<file path="config.mk">
export PLATFORM = sky130hd
export DESIGN_NAME = source_token_lexer_flat
export DESIGN_NICKNAME = d
export VERILOG_FILES = /design/src/rtl/stl_pkg.sv /design/src/rtl/stl_in_if.sv /design/src/rtl/stl_tok_if.sv /design/src/rtl/stl_front.sv /design/src/rtl/stl_queue.sv /design/src/rtl/stl_back.sv /design/src/rtl/source_token_lexer.sv /design/src/flat_wrapper.sv
export SDC_FILE = /design/constraint.sdc
export NUM_CORES = 1
export LEC_CHECK = 0
export BUFFER_PORTS_ARGS = -buffer_cell sky130_fd_sc_hd__buf_4
export CORE_MARGIN = 2
export CORE_UTILIZATION = 50
export CTS_CLUSTER_DIAMETER = 200
export CTS_CLUSTER_SIZE = 24
export DETAILED_ROUTE_END_ITERATION = 8
export GPL_TIMING_DRIVEN = 1
export PLACE_DENSITY_LB_ADDON = 0.1
export REMOVE_ABC_BUFFERS = 1
export SYNTH_ARGS = -nofsm -noshare
export SYNTH_HDL_FRONTEND = slang
export SYNTH_SLANG_ARGS = --single-unit
export TNS_END_PERCENT = 100
</file>
<file path="constraint.sdc">
create_clock -name clk -period 4.5 [get_ports clk]
set_input_delay 1.125 -clock clk [delete_from_list [all_inputs] [get_ports clk]]
set_output_delay 1.125 -clock clk [all_outputs]
set_load 0.01 [all_outputs]
</file>
<file path="src/rtl/stl_pkg.sv">
// ----------------------------------------------------------------------------
// stl_pkg
// Shared types, constants and character classes for the source token lexer.
// ----------------------------------------------------------------------------
package stl_pkg;

  localparam int WORD_KEEP   = 8;
  localparam int LINE_BITS   = 16;
  localparam int LINE_OUT_W  = 16;
  localparam int LINE_EXT_W  = (LINE_BITS > LINE_OUT_W) ? LINE_BITS : LINE_OUT_W;
  localparam int WORD_IDX_W  = (WORD_KEEP > 1) ? $clog2(WORD_KEEP) : 1;
  localparam int WORD_LEN_W  = $clog2(WORD_KEEP + 2);
  localparam int KIND_W      = 6;
  localparam int QUEUE_DEPTH = 4;
  localparam int QUEUE_PTR_W = $clog2(QUEUE_DEPTH);
  localparam int QUEUE_CNT_W = $clog2(QUEUE_DEPTH + 1);

  localparam logic [LINE_BITS-1:0] LINE_TOP = {LINE_BITS{1'b1}};

  localparam logic [KIND_W-1:0] K_END    = 6'd0;
  localparam logic [KIND_W-1:0] K_OR     = 6'd12;
  localparam logic [KIND_W-1:0] K_STRLIT = 6'd24;
  localparam logic [KIND_W-1:0] K_NUMBER = 6'd25;
  localparam logic [KIND_W-1:0] K_IDENT  = 6'd26;
  localparam logic [KIND_W-1:0] K_RETURN = 6'd33;

  typedef logic [WORD_KEEP-1:0][7:0] word_t;

  typedef struct packed {
    logic [KIND_W-1:0]     kind;
    logic [LINE_OUT_W-1:0] line;
    logic                  last;
  } token_t;

  // front to queue
  typedef struct packed {
    logic [1:0] cnt;
    token_t     t0;
    token_t     t1;
  } push_t;

  // queue head to back
  typedef struct packed {
    logic   valid;
    token_t tok;
  } head_t;

  function automatic logic is_digit(input logic [7:0] c);
    return (c >= "0") && (c <= "9");
  endfunction

  function automatic logic is_alnum(input logic [7:0] c);
    return is_digit(c) || ((c >= "a") && (c <= "z")) || ((c >= "A") && (c <= "Z"));
  endfunction

  function automatic logic [7:0] low_case(input logic [7:0] c);
    return ((c >= "A") && (c <= "Z")) ? c + 8'd32 : c;
  endfunction

  function automatic logic is_space(input logic [7:0] c);
    return (c == 8'h20) || (c == 8'h09) || (c == 8'h0a) || (c == 8'h0b) ||
           (c == 8'h0c) || (c == 8'h0d);
  endfunction

  // single punctuators, zero when not one
  function automatic logic [KIND_W-1:0] punct_kind(input logic [7:0] c);
    case (c)
      "{":     return 6'd1;
      "}":     return 6'd2;
      ";":     return 6'd3;
      "(":     return 6'd4;
      ")":     return 6'd5;
      "+":     return 6'd6;
      "-":     return 6'd7;
      "/":     return 6'd8;
      "*":     return 6'd9;
      "%":     return 6'd10;
      ",":     return 6'd11;
      default: return 6'd0;
    endcase
  endfunction

  // operator that may pair; index 0..5, bit 3 set when not one
  function automatic logic [3:0] op_index(input logic [7:0] c);
    case (c)
      "|":     return 4'd0;
      "&":     return 4'd1;
      "=":     return 4'd2;
      "<":     return 4'd3;
      ">":     return 4'd4;
      "!":     return 4'd5;
      default: return 4'b1000;
    endcase
  endfunction

  function automatic logic [7:0] op_mate(input logic [2:0] op);
    case (op)
      3'd0:    return "|";
      3'd1:    return "&";
      default: return "=";
    endcase
  endfunction

  function automatic logic [63:0] kw_text(input logic [3:0] k);
    case (k)
      4'd0:    return 64'("if");
      4'd1:    return 64'("while");
      4'd2:    return 64'("function");
      4'd3:    return 64'("string");
      4'd4:    return 64'("double");
      4'd5:    return 64'("call");
      4'd6:    return 64'("even");
      4'd7:    return 64'("input");
      4'd8:    return 64'("print");
      4'd9:    return 64'("endif");
      4'd10:   return 64'("done");
      default: return 64'("return");
    endcase
  endfunction

  function automatic logic [3:0] kw_len(input logic [3:0] k);
    case (k)
      4'd0:                      return 4'd2;
      4'd1, 4'd7, 4'd8, 4'd9:    return 4'd5;
      4'd2:                      return 4'd8;
      4'd3, 4'd4, 4'd11:         return 4'd6;
      default:                   return 4'd4;
    endcase
  endfunction

  function automatic logic [KIND_W-1:0] kw_kind(input logic [3:0] k);
    case (k)
      4'd6, 4'd11: return K_RETURN;
      4'd7:        return 6'd34;
      4'd8:        return 6'd35;
      4'd9:        return 6'd36;
      4'd10:       return 6'd37;
      default:     return 6'(27 + int'(k));
    endcase
  endfunction

  // classify a finished word
  function automatic logic [KIND_W-1:0] word_kind(input word_t w,
                                                  input logic [WORD_LEN_W-1:0] n);
    logic [7:0]        a;
    logic [7:0]        b;
    logic [7:0]        c;
    logic [63:0]       txt;
    logic [3:0]        len;
    logic              hit;
    logic [KIND_W-1:0] res;
    a   = low_case(w[0]);
    b   = low_case(w[1]);
    c   = low_case(w[2]);
    res = K_IDENT;
    for (int k = 11; k >= 0; k--) begin
      txt = kw_text(4'(k));
      len = kw_len(4'(k));
      hit = (WORD_LEN_W'(len) == n);
      for (int i = 0; i < 8; i++) begin
        if (i < int'(len) && w[i] != txt[8*(int'(len)-1-i) +: 8]) hit = 1'b0;
      end
      if (hit) res = kw_kind(4'(k));
    end
    if (is_digit(a)) res = K_NUMBER;
    if ((a == ".") && (n >= WORD_LEN_W'(2)) && is_digit(w[1])) res = K_NUMBER;
    if ((n >= WORD_LEN_W'(3)) &&
        (((a == "i") && (b == "n") && (c == "f")) ||
         ((a == "n") && (b == "a") && (c == "n")))) res = K_NUMBER;
    return res;
  endfunction

  function automatic logic [LINE_OUT_W-1:0] sat_line(input logic [LINE_BITS-1:0] ln);
    logic [LINE_EXT_W-1:0] ext;
    ext = LINE_EXT_W'(ln);
    if (ext > LINE_EXT_W'({LINE_OUT_W{1'b1}})) return {LINE_OUT_W{1'b1}};
    return ext[LINE_OUT_W-1:0];
  endfunction

endpackage

</file>
<file path="src/rtl/stl_in_if.sv">
// ----------------------------------------------------------------------------
// stl_in_if
// Source byte channel: one byte or an end marker per item.
// ----------------------------------------------------------------------------
interface stl_in_if;
  logic       valid;
  logic       ready;
  logic [7:0] ch;
  logic       end_of_text;

  modport source (output valid, ch, end_of_text, input ready);
  modport sink   (input valid, ch, end_of_text, output ready);
endinterface

</file>
<file path="src/rtl/stl_tok_if.sv">
// ----------------------------------------------------------------------------
// stl_tok_if
// Token channel: token kind, line number and last-of-item flag.
// ----------------------------------------------------------------------------
interface stl_tok_if;
  logic                           valid;
  logic                           ready;
  logic [stl_pkg::KIND_W-1:0]     token_kind;
  logic [stl_pkg::LINE_OUT_W-1:0] line;
  logic                           last;

  modport source (output valid, token_kind, line, last, input ready);
  modport sink   (input valid, token_kind, line, last, output ready);
endinterface

</file>
<file path="src/rtl/stl_front.sv">
// ----------------------------------------------------------------------------
// stl_front
// Lexer state machine: takes bytes, keeps the word buffer and line count,
// and pushes zero, one or two tokens per item into the queue.
// ----------------------------------------------------------------------------
module stl_front (
  input  logic              clk,
  input  logic              rst,
  input  logic              valid,
  output logic              ready,
  input  logic [7:0]        ch,
  input  logic              end_of_text,
  input  logic              room,
  output stl_pkg::push_t    push
);

  typedef enum logic [1:0] {IDLE, OP, STR, WORD} mode_t;

  mode_t                               mode, mode_next;
  logic [2:0]                          pending_op, pending_op_next;
  logic                                quote_char, quote_char_next;
  logic [stl_pkg::WORD_LEN_W-1:0]      word_length, word_length_next;
  logic [stl_pkg::LINE_BITS-1:0]       line_count, line_count_next;
  logic [stl_pkg::LINE_BITS-1:0]       token_line, token_line_next;
  logic [7:0]                          word_chars [stl_pkg::WORD_KEEP];

  stl_pkg::word_t                      word_vec;
  logic                                wr_en;
  logic [stl_pkg::WORD_IDX_W-1:0]      wr_idx;
  logic                                accept;
  logic                                is_end;
  logic [2:0]                          op;
  logic                                run_idle;
  logic                                pre_v, post_v;
  logic [stl_pkg::KIND_W-1:0]          pre_kind, post_kind;
  logic [stl_pkg::LINE_BITS-1:0]       pre_line, post_line;
  logic [stl_pkg::KIND_W-1:0]          punct;
  logic [3:0]                          opi;
  logic [stl_pkg::KIND_W-1:0]          wkind;
  logic [stl_pkg::KIND_W-1:0]          op_single;

  assign ready  = room;
  assign accept = valid && ready;
  assign is_end = end_of_text || (ch == 8'h00);
  assign op     = (pending_op < 3'd6) ? pending_op : 3'd0;
  assign punct  = stl_pkg::punct_kind(ch);
  assign opi    = stl_pkg::op_index(ch);
  assign op_single = stl_pkg::K_OR + {2'b00, op, 1'b0};

  always_comb begin
    for (int i = 0; i < stl_pkg::WORD_KEEP; i++) word_vec[i] = word_chars[i];
  end

  assign wkind = stl_pkg::word_kind(word_vec, word_length);

  always_comb begin
    mode_next        = mode;
    pending_op_next  = pending_op;
    quote_char_next  = quote_char;
    word_length_next = word_length;
    line_count_next  = line_count;
    token_line_next  = token_line;
    wr_en            = 1'b0;
    wr_idx           = '0;
    run_idle         = 1'b0;
    pre_v            = 1'b0;
    pre_kind         = stl_pkg::K_END;
    pre_line         = token_line;
    post_v           = 1'b0;
    post_kind        = stl_pkg::K_END;
    post_line        = line_count;

    if (is_end) begin
      mode_next = IDLE;
      post_v    = 1'b1;
      case (mode)
        OP: begin
          pre_v    = 1'b1;
          pre_kind = op_single;
        end
        STR: begin
          pre_v    = 1'b1;
          pre_kind = stl_pkg::K_STRLIT;
        end
        WORD: begin
          pre_v    = 1'b1;
          pre_kind = wkind;
        end
        default: ;
      endcase
    end else begin
      case (mode)
        OP: begin
          mode_next = IDLE;
          pre_v     = 1'b1;
          if (ch == stl_pkg::op_mate(op)) begin
            pre_kind = op_single + 6'd1;
          end else begin
            pre_kind = op_single;
            run_idle = 1'b1;
          end
        end
        STR: begin
          if (ch == (quote_char ? 8'h27 : 8'h22)) begin
            pre_v     = 1'b1;
            pre_kind  = stl_pkg::K_STRLIT;
            mode_next = IDLE;
          end else if (ch == 8'h0a && line_count < stl_pkg::LINE_TOP) begin
            line_count_next = line_count + 1'b1;
          end
        end
        WORD: begin
          if (stl_pkg::is_alnum(ch)) begin
            // keep the first bytes, length saturates one past the buffer
            if (word_length < stl_pkg::WORD_LEN_W'(stl_pkg::WORD_KEEP)) begin
              wr_en  = 1'b1;
              wr_idx = word_length[stl_pkg::WORD_IDX_W-1:0];
            end
            if (word_length <= stl_pkg::WORD_LEN_W'(stl_pkg::WORD_KEEP))
              word_length_next = word_length + 1'b1;
          end else begin
            pre_v     = 1'b1;
            pre_kind  = wkind;
            mode_next = IDLE;
            run_idle  = 1'b1;
          end
        end
        default: begin
          mode_next = IDLE;
          run_idle  = 1'b1;
        end
      endcase

      if (run_idle) begin
        if (stl_pkg::is_space(ch)) begin
          if (ch == 8'h0a && line_count < stl_pkg::LINE_TOP)
            line_count_next = line_count + 1'b1;
        end else begin
          token_line_next = line_count;
          if (punct != stl_pkg::K_END) begin
            post_v    = 1'b1;
            post_kind = punct;
          end else if (!opi[3]) begin
            mode_next       = OP;
            pending_op_next = opi[2:0];
          end else if (ch == 8'h22 || ch == 8'h27) begin
            mode_next       = STR;
            quote_char_next = (ch == 8'h27);
          end else begin
            mode_next        = WORD;
            wr_en            = 1'b1;
            wr_idx           = '0;
            word_length_next = stl_pkg::WORD_LEN_W'(1);
          end
        end
      end
    end
  end

  // token slots toward the queue
  always_comb begin
    push.t0.kind = pre_v ? pre_kind : post_kind;
    push.t0.line = stl_pkg::sat_line(pre_v ? pre_line : post_line);
    push.t0.last = !(pre_v && post_v);
    push.t1.kind = post_kind;
    push.t1.line = stl_pkg::sat_line(post_line);
    push.t1.last = 1'b1;
    push.cnt     = accept ? ({1'b0, pre_v} + {1'b0, post_v}) : 2'd0;
  end

  always_ff @(posedge clk) begin
    if (rst) begin
      mode        <= IDLE;
      pending_op  <= '0;
      quote_char  <= 1'b0;
      word_length <= '0;
      line_count  <= '0;
      token_line  <= '0;
    end else if (accept) begin
      mode        <= mode_next;
      pending_op  <= pending_op_next;
      quote_char  <= quote_char_next;
      word_length <= word_length_next;
      line_count  <= line_count_next;
      token_line  <= token_line_next;
    end
  end

  always_ff @(posedge clk) begin
    if (accept && wr_en) word_chars[wr_idx] <= ch;
  end

endmodule

</file>
<file path="src/rtl/stl_queue.sv">
// ----------------------------------------------------------------------------
// stl_queue
// Short token queue: up to two writes and one read per cycle.
// ----------------------------------------------------------------------------
module stl_queue (
  input  logic           clk,
  input  logic           rst,
  input  stl_pkg::push_t push,
  input  logic           pop,
  output stl_pkg::head_t head,
  output logic           room
);

  stl_pkg::token_t                 slots [stl_pkg::QUEUE_DEPTH];
  logic [stl_pkg::QUEUE_PTR_W-1:0] wr_ptr, rd_ptr;
  logic [stl_pkg::QUEUE_CNT_W-1:0] count;
  logic [stl_pkg::QUEUE_PTR_W-1:0] wr_ptr1;

  assign wr_ptr1    = wr_ptr + 1'b1;
  assign head.valid = (count != '0);
  assign head.tok   = slots[rd_ptr];
  // two free entries so a two-token item always fits
  assign room       = (count <= stl_pkg::QUEUE_CNT_W'(stl_pkg::QUEUE_DEPTH - 2));

  always_ff @(posedge clk) begin
    if (rst) begin
      wr_ptr <= '0;
      rd_ptr <= '0;
      count  <= '0;
    end else begin
      wr_ptr <= wr_ptr + stl_pkg::QUEUE_PTR_W'(push.cnt);
      if (pop) rd_ptr <= rd_ptr + 1'b1;
      count <= count + stl_pkg::QUEUE_CNT_W'(push.cnt) - stl_pkg::QUEUE_CNT_W'(pop);
    end
  end

  always_ff @(posedge clk) begin
    if (push.cnt != 2'd0) slots[wr_ptr] <= push.t0;
    if (push.cnt == 2'd2) slots[wr_ptr1] <= push.t1;
  end

endmodule

</file>
<file path="src/rtl/stl_back.sv">
// ----------------------------------------------------------------------------
// stl_back
// Output register: drains the queue head onto the token channel.
// ----------------------------------------------------------------------------
module stl_back (
  input  logic           clk,
  input  logic           rst,
  input  stl_pkg::head_t head,
  output logic           pop,
  output logic           valid,
  input  logic           ready,
  output stl_pkg::token_t tok
);

  assign pop = head.valid && (!valid || ready);

  always_ff @(posedge clk) begin
    if (rst) begin
      valid <= 1'b0;
    end else if (!valid || ready) begin
      valid <= head.valid;
    end
  end

  always_ff @(posedge clk) begin
    if (pop) tok <= head.tok;
  end

endmodule

</file>
<file path="src/rtl/source_token_lexer.sv">
// ----------------------------------------------------------------------------
// source_token_lexer
// Streaming lexer: source bytes in, token kinds with line numbers out.
// ----------------------------------------------------------------------------
// chars carries one source byte per item, or an end marker (end_of_text set,
// or a NUL byte) that flushes any pending token and then gives END.
// tokens carries token_kind, line (newlines before the token's first byte,
// saturating) and last, set on the final token that an item causes.
// An item causes zero, one or two tokens.
// Tokens pass through the token queue and then the output register before
// they appear on tokens. Throughput is one item per cycle while items give at
// most one token each and the receiver does not stall; a two-token item's tokens
// leave one at a time through the single output register draining a four-entry token queue.
// chars.ready drops while the queue has fewer than two free entries, so a
// stalled receiver fills the queue and then holds the input back; no token
// is dropped. Reset clears the lexer to idle between tokens, the line count
// to zero and empties the queue; it takes effect at the next clock edge.
// ----------------------------------------------------------------------------
module source_token_lexer (
  input  logic       clk,
  input  logic       rst,
  stl_in_if.sink     chars,
  stl_tok_if.source  tokens
);

  stl_pkg::push_t  push;
  stl_pkg::head_t  head;
  stl_pkg::token_t tok;
  logic            room;
  logic            pop;

  stl_front u_front (
    .clk         (clk),
    .rst         (rst),
    .valid       (chars.valid),
    .ready       (chars.ready),
    .ch          (chars.ch),
    .end_of_text (chars.end_of_text),
    .room        (room),
    .push        (push)
  );

  stl_queue u_queue (
    .clk  (clk),
    .rst  (rst),
    .push (push),
    .pop  (pop),
    .head (head),
    .room (room)
  );

  stl_back u_back (
    .clk   (clk),
    .rst   (rst),
    .head  (head),
    .pop   (pop),
    .valid (tokens.valid),
    .ready (tokens.ready),
    .tok   (tok)
  );

  assign tokens.token_kind = tok.kind;
  assign tokens.line       = tok.line;
  assign tokens.last       = tok.last;

endmodule

</file>
<file path="src/flat_wrapper.sv">
// flat-port wrapper written by rule: the top's interface ports become plain ports
module source_token_lexer_flat 
  (clk, rst, chars_valid, chars_ch, chars_end_of_text, chars_ready, tokens_valid, tokens_token_kind, tokens_line, tokens_last, tokens_ready);
  stl_in_if chars_i ();
  stl_tok_if tokens_i ();
  input  logic clk;
  input  logic rst;
  input wire logic [$bits(chars_i.valid)-1:0] chars_valid;
  input wire logic [$bits(chars_i.ch)-1:0] chars_ch;
  input wire logic [$bits(chars_i.end_of_text)-1:0] chars_end_of_text;
  output wire logic [$bits(chars_i.ready)-1:0] chars_ready;
  output wire logic [$bits(tokens_i.valid)-1:0] tokens_valid;
  output wire logic [$bits(tokens_i.token_kind)-1:0] tokens_token_kind;
  output wire logic [$bits(tokens_i.line)-1:0] tokens_line;
  output wire logic [$bits(tokens_i.last)-1:0] tokens_last;
  input wire logic [$bits(tokens_i.ready)-1:0] tokens_ready;
  assign chars_i.valid = chars_valid;
  assign chars_i.ch = chars_ch;
  assign chars_i.end_of_text = chars_end_of_text;
  assign chars_ready = chars_i.ready;
  assign tokens_valid = tokens_i.valid;
  assign tokens_token_kind = tokens_i.token_kind;
  assign tokens_line = tokens_i.line;
  assign tokens_last = tokens_i.last;
  assign tokens_i.ready = tokens_ready;
  source_token_lexer u_core (.clk(clk), .rst(rst), .chars(chars_i), .tokens(tokens_i));
endmodule
</file>
# ---- Word-level counts from Yosys, hierarchy flattened
# Memory sizes are Yosys's and may differ from the RTL's. A register that Yosys moved wholly into a read port is not among the register bits.
# Cells that the tools add are included.
dict set report word_totals {
  regBits 50
  ramBits 156
  input_bits 13
  out_inout_bits 25
  word_cells 351
  mem_count 2
}
# memory depth width rd rd_ports_with_merged_regs wr line_no
set memory_table {}
lappend memory_table {u_core.u_queue.slots 4 23 1 1 2 stl_queue.sv:14} ;# stl_pkg::token_t slots [stl_pkg::QUEUE_DEPTH];
lappend memory_table {u_core.u_front.word_chars 8 8 8 0 1 stl_front.sv:25} ;# logic [7:0] word_chars [stl_pkg::WORD_KEEP];
dict set report classes {
  addsub 13
  n_lt_le_gt_ge 25
  n_eq_ne 91
  mux 163
  bitwise 4
  reduce_logical 43
}
# operator count
set op_table {}
lappend op_table {{8-bit by 7-bit != test with 1-bit output, second input constant} 47}
lappend op_table {{16-bit two-way mux} 11}
lappend op_table {{8-bit by 6-bit == test with 1-bit output, second input constant} 18}
lappend op_table {{6-bit two-way mux} 22}
lappend op_table {{1-bit two-way mux} 88}
lappend op_table {{8-bit by 7-bit == test with 1-bit output, second input constant} 9}
lappend op_table {{4-bit one-hot mux with 11 select lines} 1}
lappend op_table {{8-bit by 4-bit == test with 1-bit output, second input constant} 5}
lappend op_table {{8-bit by 7-bit >= comparator with 1-bit output, second input constant} 5}
lappend op_table {{8-bit by 7-bit <= comparator with 1-bit output, second input constant} 5}
lappend op_table {{8-bit two-way mux} 5}
lappend op_table {{4-bit two-way mux} 9}
lappend op_table {{6-bit one-hot mux with 3 select lines} 2}
lappend op_table {{3-bit two-way mux} 11}
lappend op_table {{16-bit > comparator, second input constant} 2}
lappend op_table {{8-bit by 6-bit adder with 8-bit output, second input constant} 3}
lappend op_table {{8-bit by 6-bit >= comparator with 1-bit output, second input constant} 3}
lappend op_table {{8-bit by 6-bit <= comparator with 1-bit output, second input constant} 3}
lappend op_table {{4-bit one-hot mux with 6 select lines} 1}
lappend op_table {{1-bit logical AND} 20}
lappend op_table {{16-bit by 1-bit adder with 16-bit output, second input constant} 1}
lappend op_table {{16-bit less-than comparator, second input constant} 1}
lappend op_table {{2-bit two-way mux} 8}
lappend op_table {{7-bit one-hot mux with 2 select lines} 1}
lappend op_table {{37 further kinds} 58}

# ---- Longest topological paths before layout
# Gate-level depths: netlist (run 1).
# An unclocked memory read counts as a cell.
dict set report logic_depth {
  ltp_word 27
  depth_mapped 17
  ltp_nobuf 17
}

# ---- Hierarchy
# From an unflattened synthesis (run 1), not the netlist that was laid out.
dict set report hier_totals {
  cells_unflattened 945
  area_unflattened_um2 12100.4
}
# module instances cells_each area_per_inst_um2 seq_area_each_um2
set by_module_without_submodules {}
lappend by_module_without_submodules {stl_front 1 648 6288.5 2762.6}
lappend by_module_without_submodules {stl_queue 1 269 5066.1 2942.8}
lappend by_module_without_submodules {stl_back 1 28 745.7 710.7}

# ---- Worst setup path before layout (run 1)
# OpenSTA, ideal clock, no wires.
dict set report synth_path {
  path_kind {in2reg}
  from {input port chars_ch[7]}
  to {memory u_core.u_queue.slots[3][12] (netlist bit), data pin}
  setup_time_ns 0.132
  arrival_time_ns 4.250
  required_ns 4.368
  slack_ns 0.118
  path_stages 14
  path_buffers 3
  cell_sequence {clkbuf_1 > nor4b_2 > o211ai_1 > a21bo_1 > a22o_1 > inv_2 > ha_1 > nor2_1 > nor2_1 > nand3_1 > clkbuf_1 > nor2_1 > clkbuf_1 > a22o_1}
}
# element line_no
set synth_rtl {}
lappend synth_rtl {{from (decl)} flat_wrapper.sv:9} ;# input wire logic [$bits(chars_i.ch)-1:0] chars_ch;
lappend synth_rtl {{to (decl)} stl_queue.sv:14}

==> results of run 1 <==
-- registers in the layout, indices dropped and copies added, names as in the netlist, 3 cells and up --
register,count
u_core.u_back.tok,23
u_core.u_front.line_count,16
u_core.u_front.pending_op,3
u_core.u_front.pre_line,16
u_core.u_front.word_chars,64
u_core.u_front.word_length,4
u_core.u_queue.count,3
u_core.u_queue.slots,92
-- placed cells by master, fill, tap and decap left out, drive strengths merged, types with 20 or more instances in the layout --
| cell type | count |
|---|---|
| edfxtp | 167 |
| buf | 84 |
| nor2 | 68 |
| nand2 | 65 |
| dfxtp | 62 |
| a22o | 53 |
| o21ai | 43 |
| nand3 | 36 |
| a21oi | 30 |
| nor4 | 27 |
| inv | 27 |
| nand4 | 26 |
| mux4 | 23 |
| mux2i | 21 |
| clkbuf | 20 |
-- worst max-delay path by stage --
stage | cells past startpoint | start | slack [ps] | end
after floorplan | 12 | chars_ch[2] | 70 | u_core.u_queue.slots[3][10]$_DFFE_PP_
after global placement | 14 | chars_ch[4] | 210 | u_core.u_queue.slots[2][15]$_DFFE_PP_
after detailed placement | 14 | chars_ch[4] | 130 | u_core.u_queue.slots[2][15]$_DFFE_PP_
after CTS | 14 | chars_ch[4] | 640 | u_core.u_queue.slots[2][15]$_DFFE_PP_
after global routing | 14 | chars_ch[2] | 360 | u_core.u_queue.slots[1][3]$_DFFE_PP_
final | 14 | chars_ch[1] | 570 | u_core.u_queue.slots[2][15]$_DFFE_PP_
-- area by class of cell --
type / count / area share
well taps: 280 / 0.0282
clock buffers: 20 / 0.0283
inverters: 26 / 0.00786
multi-input cells: 646 / 0.377
flip-flops and latches: 229 / 0.504
repair buffers: 84 / 0.0528
clock inverters: 2 / 0.00202
-- through the flow --
step	area (µm²)	setup slack [ps]	hold WS, ps	utilization
after floorplan	11000	69.9	438	-
after global placement	12000	214	459	0.548
after detailed placement	12000	131	467	0.548
after CTS	12400	644	488	0.565
after global routing	12400	357	509	0.565
final	12400	570	483	0.565
-- power groups by stage --
stage                     logic, mW  registers, mW  clock network [mW]
final                          1.07           2.74                1.23
after global routing           1.16           2.78                1.33
after CTS                      1.08           2.74                1.26
after detailed placement       1.08           2.79                   0
after global placement         1.06           2.79                   0
after floorplan               0.543           2.81                   0
-- logic make-up after synthesis --
logic type | synth area share
AND/OR/NAND/NOR | 0.194
flip-flops | 0.555
AO/OA/AOI/OAI | 0.126
buffers and inverters | 0.0303
multiplexers | 0.0646
adder cells (fa/ha/maj) | 0.0207
XOR/XNOR | 0.00933
-- critical path: stages --
cell,delay [ps]
buf_4,160
nor4_2,450
a21oi_1,170
a31oi_1,240
nand3_1,120
o21ai_0,210
ha_1,270
nor2_1,70
nor2_1,130
nand2_1,130
nor2_1,710
buf_4,340
nand2_1,60
o21ai_0,80
-- per-layer routing --
| layer | share of wire | wire length (µm) | vias up | track usage |
|---|---|---|---|---|
| met5 | 0 | 0 | - | 0 |
| met1 | 0.47 | 13700 | 4074 | 0.384 |
| met4 | 0.019 | 558 | 0 | 0.0552 |
| li1 | - | - | 3851 | - |
| met3 | 0.076 | 2250 | 49 | 0.0375 |
| met2 | 0.44 | 12900 | 338 | 0.378 |
==> metrics.cfg, run 1 <==
[global_route]
antenna_found_initial = 0
grt_max_degree = 49
first_global_vias = 7951
grt_pass1_wl_um = 46300
grt_overflow = 0
grt.total_usage = 0.250

[logic_synthesis]
synth_most_common_cell = edfxtp_1
synth-seq-cells = 229
post-synth-top-area-cell = edfxtp_1
syn_avg_cell_area_um2 = 11.7
yosysUniqueCellTypes = 79
synthArstFlopShare = 0
syn-cell-area_mm2 = 0.0113
synth_common_cells = 167 x edfxtp_1, 68 x nor2_1, 65 x nand2_1, 62 x dfxtp_1, 53 x a22o_1
synthCells = 962
synth_top_cell_area_share = 0.445
yosysSeqAreaShare = 0.555
synthFlopType = edfxtp_1
synth-edff-count = 167
synth-warning-count = 0
yosys-top-cells-area = edfxtp_1 45%, dfxtp_1 11%, mux4_2 4.6%, a22o_1 4.1%, nor2_1 2.3%

[final_layout]
fillers = 1826
area_growth_pct = 10.2
finalNonFillerCells = 1287
drive_gt1_frac = 0.139
diodes = 0
multiInputGateArea_mm2 = 0.00468
regArea_mm2 = 0.00626
fin_nets = 1031

[detailed_routing]
drt_wl_total_um = 29400
vias_per_cell = 6.46
first_pass_iters = 5
drc_errors = 0
avgRoutedWirePerCell_um = 22.9
drt_iter0_markers = 774
ant_nets = 0
vias = 8312

[setup_path]
path_class = input port to register
regToRegSetupSlack_ps = 880
crit_arrival_ps = 4270
cp-start-kind = input port
r2r_start = u_core.u_front.pending_op[1]$_SDFFE_PP0P_
end_kind = register
critPathRequiredTime_ps = 4840
r2r_cells = 14
crit_fanout = 12
timing.rr.end = u_core.u_queue.slots[2][15]$_DFFE_PP_

[floorplan]
fp-row-count = 54
start_util = 0.513
io_pins = 38
dieArea_mm2 = 0.0237
fp.coreArea_mm2 = 0.0220
fp.dieW_um = 154
die_h_um = 154

[timing]
fmax_ghz = 0.254
hold_viol_final = 0
fin_tns_setup_ps = 0
drv_slew = 0
maxSlewHeadroom = 0.321
finalCriticalPeriod_ps = 3930
worst_pin_slew_ps = 1020
grt_setup_unrepaired = false
setup_violations = 0
finClkSkew_ps = 37.9
finalCritPeriodShare = 0.873

[hold_path]
hold_end = u_core.u_queue.slots[2][21]$_SDFFE_PP0P_
holdCritPathClass = register to register
min-delay-start = u_core.u_queue.slots[2][21]$_SDFFE_PP0P_
min_path_cells = 2

[clocking]
cts_root_buffer = clkbuf_16
ctsHoldBuffers = 0
clkLatencyLatePin_ps = 500
tritoncts = yes
cts_buffer_depth = 3
post-cts-setup-buffers = 0
cts_buffers = 13
cts.sinks = 229
ctsResizeCount = 0
h-tree-depth = 1
clk_pin_slew_worst_paths_ps = 100

[power_and_ir_drop]
swShare = 0.281
clkPwrFrac = 0.244
p_seq_frac = 0.544
ir_drop_v = 0.000484
p_per_area_mw_per_mm2 = 405
combPwrFrac = 0.212
intPower_mw = 3.62
p_leak_nw = 3.98
finalPower_mw = 5.03
netSwitchingPower_mw = 1.42

[placement]
place.gp.congestion = 0.905
port_buffers = 37
place_hpwl_um = 20100
post-place-cells = 1265

[outcome]
status = complete, no violations

[flow_run]
max_cap_viol_count = 0

No activity file was read; power rests on OpenSTA's default activity.
==> run 2, diff against run 1 <==
--- a/config.mk
+++ b/config.mk
@@ -12,6 +12,7 @@
 export CTS_CLUSTER_SIZE = 24
 export DETAILED_ROUTE_END_ITERATION = 8
 export GPL_TIMING_DRIVEN = 1
+export HOLD_SLACK_MARGIN = 0.15
 export PLACE_DENSITY_LB_ADDON = 0.1
 export REMOVE_ABC_BUFFERS = 1
 export SYNTH_ARGS = -nofsm -noshare
==> constraint.sdc (replaced) <==
create_clock -name clk -period 4.22 [get_ports clk]
set_input_delay 1.055 -clock clk [delete_from_list [all_inputs] [get_ports clk]]
set_output_delay 1.055 -clock clk [all_outputs]
set_load 0.01 [all_outputs]
==> run 2 against run 1 <==
Compared with the run above:
- clock power up 8%
- design area rose by 1.3%
- non-clock buffer count is 17 higher
- first-iteration DRC count increased by 2.6%
- hold slack better by 2.3 ps
- register-to-register slack worse by 150 ps
- clock-buffer cell count did not move
- flip-flop and latch count did not move
- combinational power rose by 9%
- critical endpoint is now u_core.u_queue.count[2]$_SDFF_PP0_
- largest cell class unchanged
- largest power group unchanged
==> metrics.cfg, run 2 (synthesized netlist as in run 1, its figures left out) <==
[setup_path]
critPathRequiredTime_ps = 4560  ; -280 ps
worst_path_max_delay_cell = nor4_2
end_kind = register
cp-start-kind = input port
crit_arrival_ps = 4070  ; -200 ps
crit_fanout = 10  ; -2
path_cells = buf_4, nor4_2, a21oi_1, a31oi_1, nand3_1, o21ai_0, ha_1, nand3_1, ha_1, fa_1, xnor2_1, xnor2_1, nor2_1
cpPeakStageDelay_ps = 500  ; -210 ps
critPathBufInv = 1  ; -1
critPathTopFamily = adder cells
path_class = input port to register

[final_layout]
mostFrequentLayoutCell = edfxtp_1
area_growth_pct = 11.7
drive_gt1_frac = 0.153  ; +0.0143
largest_reg_flops = 92  ; unchanged
final_cell_mix = 167 x edfxtp_1, 96 x buf_4, 68 x nor2_1
regMostFlops = u_core.u_queue.slots
fin_nets = 1048  ; +1.6%
diodes = 0  ; unchanged
top_regs = u_core.u_queue.slots x92, u_core.u_front.word_chars x64, u_core.u_back.tok x23

[power_and_ir_drop]
p_leak_nw = 4.07  ; +2.3%
combPwrFrac = 0.215  ; +0.003
netSwitchingPower_mw = 1.55  ; +9.1%
ir_drop_v = 0.000421  ; -13%
clkPwrFrac = 0.244  ; about the same
intPower_mw = 3.89  ; +7.5%
swShare = 0.284  ; +0.00317
p_per_area_mw_per_mm2 = 432  ; +6.5%
p_seq_frac = 0.541  ; -0.003

[placement]
place_hpwl_um = 20500  ; +2.0%
port_buffers = 37  ; unchanged
place.gp.congestion = 0.942  ; +4.0%
pre_cts_ws_ps = 34.4  ; -96.1 ps

[timing]
worst_pin_slew_ps = 1030  ; +13.7 ps
maxSlewHeadroom = 0.312  ; -0.00912
finalCriticalPeriod_ps = 3730
finalCritPeriodShare = 0.884
fin_tns_setup_ps = 0  ; unchanged
setup_violations = 0  ; unchanged
fmax_ghz = 0.268
grt_setup_unrepaired = false
hold_viol_final = 0  ; unchanged
setup_ws_ps = 491  ; -79.3 ps
drv_slew = 0  ; unchanged
finClkSkew_ps = 28.3  ; -9.55 ps

[global_route]
grt_pass1_wl_um = 47300  ; +2.1%
grt_max_degree = 49  ; unchanged
grt.total_usage = 0.255  ; +0.00507
grt_overflow = 0  ; unchanged
first_global_vias = 8106  ; +1.9%
antenna_found_initial = 0  ; unchanged

[clocking]
cts.sinks = 229  ; unchanged
cts_buffer_depth = 3  ; unchanged
tritoncts = yes
post-cts-setup-buffers = 0  ; unchanged
cts_buffers = 13  ; unchanged
cts_root_buffer = clkbuf_16
clkLatencyLatePin_ps = 490  ; about the same
ctsHoldBuffers = 0  ; unchanged
h-tree-depth = 1  ; unchanged
ctsResizeCount = 0  ; unchanged
clk_pin_slew_worst_paths_ps = 90  ; about the same

[detailed_routing]
ant_nets = 0  ; unchanged
vias_per_cell = 6.44  ; -0.35%
drt_wl_total_um = 29800  ; +1.3%
vias = 8392  ; +0.96%
first_pass_iters = 5  ; unchanged
drt_iter0_markers = 794  ; +2.6%
avgRoutedWirePerCell_um = 22.8  ; about the same
drc_errors = 0  ; unchanged

[floorplan]
start_util = 0.513  ; unchanged
die_h_um = 154  ; unchanged
fp.dieW_um = 154  ; unchanged
dieArea_mm2 = 0.0237  ; unchanged
io_pins = 38  ; unchanged
fp-row-count = 54  ; unchanged
fp.coreArea_mm2 = 0.0220  ; unchanged

[outcome]
status = complete, no violations

[hold_path]
holdCritPathClass = register to register

[flow_run]
max_cap_viol_count = 0  ; unchanged

run 2: changes by cell type in the layout (fill, tap and decap cells not counted), sizes merged:
cell,before,now
buf,84,101
run 2: layout make-up:
type | instances | area, µm²
Tap cell | 280 | 350
Clock buffer | 20 | 352
Clock inverter | 2 | 25.0
Multi-Input combinational cell | 646 | 4680
Sequential cell | 229 | 6260
Inverter | 26 | 97.6
Fill cell | 1850 | 9380
Timing Repair Buffer | 101 | 821
run 2: routing by layer:
metal  part of all wire  GRT usage  vias up
met4              0.021     0.0668        0
li1                   -          -     3879
met3              0.079     0.0476       53
met1               0.47      0.393     4125
met2               0.43      0.371      335
met5                  0          0        -
run 2: per-stage QoR:
stage	utilization	hold slack [ps]	total power [mW]	cell area, µm²	cells
final	0.573	486	5.43	12600	1304
after global routing	0.573	507	5.68	12600	1304
after CTS	0.573	485	5.48	12600	1304
after detailed placement	0.556	466	4.17	12200	1282
after global placement	0.556	452	4.15	12200	1282
after floorplan	-	438	3.58	11000	901
run 2: worst min-delay path, cell delays in order (launching register included):
cell	delay [ps]
dfxtp_1	320
nand3_1	60
o21ai_0	70
run 2: final timing paths:
path	from	endpoint	slack, ps	cells past startpoint
min	u_core.u_queue.slots[2][21]$_SDFFE_PP0P_	u_core.u_queue.slots[2][21]$_SDFFE_PP0P_	490	2
max reg2reg	u_core.u_front.pending_op[1]$_SDFFE_PP0P_	u_core.u_queue.slots[0][7]$_DFFE_PP_	730	13
max	chars_ch[2]	u_core.u_queue.count[2]$_SDFF_PP0_	490	13
min reg2reg	u_core.u_queue.slots[2][21]$_SDFFE_PP0P_	u_core.u_queue.slots[2][21]$_SDFFE_PP0P_	490	2
run 2: power groups by stage:
stage	registers [mW]	clock network (mW)	logic (mW)
3_5_place_dp	2.99	0	1.17
3_3_place_gp	2.99	0	1.16
4_1_cts	2.94	1.36	1.18
6_report	2.94	1.33	1.17
5_1_grt	2.97	1.43	1.28
2_1_floorplan	3.00	0	0.579
==> run 3, diff against run 2 <==
--- a/config.mk
+++ b/config.mk
@@ -5,6 +5,7 @@
 export SDC_FILE = /design/constraint.sdc
 export NUM_CORES = 1
 export LEC_CHECK = 0
+export ABC_CLOCK_PERIOD_IN_PS = 4220
 export BUFFER_PORTS_ARGS = -buffer_cell sky130_fd_sc_hd__buf_4
 export CORE_MARGIN = 2
 export CORE_UTILIZATION = 50
@@ -13,7 +14,7 @@
 export DETAILED_ROUTE_END_ITERATION = 8
 export GPL_TIMING_DRIVEN = 1
 export HOLD_SLACK_MARGIN = 0.15
-export PLACE_DENSITY_LB_ADDON = 0.1
+export PLACE_DENSITY = 0.71
 export REMOVE_ABC_BUFFERS = 1
 export SYNTH_ARGS = -nofsm -noshare
 export SYNTH_HDL_FRONTEND = slang
==> run 3 against run 2 <==
Compared with the run above:
- first-iteration DRC count rose by 5.8%
- core utilization rose by 0.30 points
- total power barely moved
- global-route usage fell by 0.99 points
==> metrics.cfg, run 3 (synthesized netlist as in run 1, its figures left out) <==
[final_layout]
regArea_mm2 = 0.00626  ; unchanged
top_regs = u_core.u_queue.slots x92, u_core.u_front.word_chars x64, u_core.u_back.tok x23
multiInputGateArea_mm2 = 0.00468  ; unchanged
regMostFlops = u_core.u_queue.slots
drive_gt1_frac = 0.159  ; +0.00575
fin_nets = 1055  ; +0.67%
diodes = 0  ; unchanged
mostFrequentLayoutCell = edfxtp_1
final_cell_mix = 167 x edfxtp_1, 102 x buf_4, 68 x nor2_1
largest_reg_flops = 92  ; unchanged
fillers = 1791  ; -3.2%
area_growth_pct = 12.3
final_util = 0.576  ; +0.00296

[floorplan]
dieArea_mm2 = 0.0237  ; unchanged
fp-row-count = 54  ; unchanged
start_util = 0.513  ; unchanged
io_pins = 38  ; unchanged
die_h_um = 154  ; unchanged
fp.dieW_um = 154  ; unchanged
fp.coreArea_mm2 = 0.0220  ; unchanged

[setup_path]
regToRegSetupSlack_ps = 730  ; about the same
critPathTopFamily = simple AND/OR/NAND/NOR gates
r2r_start = u_core.u_front.pending_op[1]$_SDFFE_PP0P_
r2r_cells = 15  ; +2
critPathBufInv = 3  ; +2
critPathRequiredTime_ps = 4550  ; about the same
crit_fanout = 8  ; -2
path_cells = buf_4, or4b_1, o22ai_1, nand4_1, nand3_1, o21ai_0, ha_1, nor2_1, nor2_1, nand3_1, buf_4, nor2_1, buf_4, nand2_1, o21ai_0
cpPeakStageDelay_ps = 520  ; +20 ps
end_kind = register
worst_path_max_delay_cell = or4b_1
crit_arrival_ps = 3980  ; -90 ps
timing.rr.end = u_core.u_queue.slots[3][11]$_DFFE_PP_
path_class = input port to register
cp-start-kind = input port

[timing]
finalCriticalPeriod_ps = 3660  ; -72.8 ps
drv_slew = 0  ; unchanged
worst_pin_slew_ps = 979  ; -54.0 ps
grt_setup_unrepaired = false
setup_ws_ps = 564  ; +72.8 ps
hold_viol_final = 0  ; unchanged
fmax_ghz = 0.274  ; +2.0%
maxSlewHeadroom = 0.348  ; +0.0360
whs_ps = 484  ; -1.32 ps
setup_violations = 0  ; unchanged
finClkSkew_ps = 31.0  ; +2.64 ps
finalCritPeriodShare = 0.866  ; -0.0172

[power_and_ir_drop]
combPwrFrac = 0.220  ; +0.005
p_per_area_mw_per_mm2 = 429  ; -0.60%
intPower_mw = 3.89  ; about the same
clkPwrFrac = 0.241  ; -0.003
ir_drop_v = 0.000458  ; +8.8%
swShare = 0.283  ; -0.00130
netSwitchingPower_mw = 1.54  ; -0.54%
finalPower_mw = 5.43  ; about the same
p_leak_nw = 4.11  ; +0.95%
p_seq_frac = 0.539  ; -0.002

[hold_path]
holdCritPathClass = register to register
min_path_cells = 1  ; -1
min-delay-start = u_core.u_queue.slots[0][0]$_SDFFE_PP1P_
hold_end = u_core.u_queue.slots[0][0]$_SDFFE_PP1P_

[clocking]
ctsHoldBuffers = 0  ; unchanged
cts_buffers = 13  ; unchanged
ctsResizeCount = 0  ; unchanged
post-cts-setup-buffers = 0  ; unchanged
cts_root_buffer = clkbuf_16
cts.sinks = 229  ; unchanged
cts_buffer_depth = 3  ; unchanged
clkLatencyLatePin_ps = 490  ; about the same
tritoncts = yes
clk_pin_slew_worst_paths_ps = 90  ; about the same
h-tree-depth = 1  ; unchanged

[global_route]
first_global_vias = 8154  ; +0.59%
grt_pass1_wl_um = 45800  ; -3.2%
grt_overflow = 0  ; unchanged
grt.total_usage = 0.245  ; -0.00989
grt_max_degree = 49  ; unchanged
antenna_found_initial = 1  ; +1

[detailed_routing]
drt-met1-wl_um = 13100  ; -6.1%
met2WireLength_um = 13100  ; +1.6%
ant_nets = 0  ; unchanged
vias = 8577  ; +2.2%
drt_wl_total_um = 29100  ; -2.2%
top_layer_used = met5
drt_iter0_markers = 840  ; +5.8%
drc_errors = 0  ; unchanged
wl_met3_um = 2220  ; -5.7%
avgRoutedWirePerCell_um = 22.2  ; -2.7%
first_pass_iters = 6  ; +1
vias_per_cell = 6.54  ; +1.7%

[outcome]
status = complete, no violations

[placement]
place.gp.congestion = 0.919  ; -2.4%
place_hpwl_um = 20000  ; -2.4%
port_buffers = 37  ; unchanged
pre_cts_ws_ps = 112  ; +77.2 ps

[flow_run]
max_cap_viol_count = 0  ; unchanged

==> run 3: cell types whose count changed in the layout (fill, tap and decap cells not counted) <==
cell / change
buf_4: +6
buf_12: +1
==> run 3: worst reg2reg max path: stages, from the launching register on <==
cell	delay [ps]
dfxtp_1	350
ha_1	240
or4b_1	480
o22ai_1	240
nand4_1	160
nand3_1	130
o21ai_0	100
ha_1	320
nor2_1	40
nor2_1	270
nand3_1	260
buf_4	220
nor2_1	180
buf_4	230
nand2_1	60
o21ai_0	80
==> run 3: worst max path at each step <==
stage	slack (ps)	from	end	depth (start not counted)
after detailed placement	110	chars_ch[6]	u_core.u_queue.count[2]$_SDFF_PP0_	16
after floorplan	-140	chars_ch[2]	u_core.u_queue.slots[3][10]$_DFFE_PP_	12
final	560	chars_ch[6]	u_core.u_queue.slots[3][11]$_DFFE_PP_	15
after CTS	600	chars_ch[6]	u_core.u_queue.slots[3][11]$_DFFE_PP_	15
after global placement	110	chars_ch[6]	u_core.u_queue.count[2]$_SDFF_PP0_	16
after global routing	380	chars_ch[6]	u_core.u_queue.slots[3][3]$_DFFE_PP_	16
==> run 3: final cells by class <==
type | count | share of cell area
sequential | 229 | 0.495
multi-input combinational | 646 | 0.370
timing repair buffer | 108 | 0.0701
clock buffer | 20 | 0.0278
tap | 280 | 0.0277
inverter | 26 | 0.00772
clock inverter | 2 | 0.00198
==> run 3: power by group through the flow <==
stage                     clock, mW  combinational [mW]  sequential (mW)
after detailed placement          0                1.20             2.98
after floorplan                   0               0.579             3.00
after CTS                      1.33                1.20             2.93
final                          1.31                1.19             2.93
after global routing           1.41                1.29             2.97
after global placement            0                1.19             2.98
==> run 3: through the flow <==
step | area [µm²] | TNS, ps | std cells
after floorplan | 11000 | -2080 | 901
after global placement | 12300 | 0 | 1289
after detailed placement | 12300 | 0 | 1289
after CTS | 12600 | 0 | 1311
after global routing | 12600 | 0 | 1311
final | 12600 | 0 | 1311
==> run 3: routing by layer <==
layer,GRT usage,vias to the layer above
met3,0.0265,59
li1,-,3908
met4,0.0717,2
met2,0.381,406
met1,0.367,4202
met5,0,-
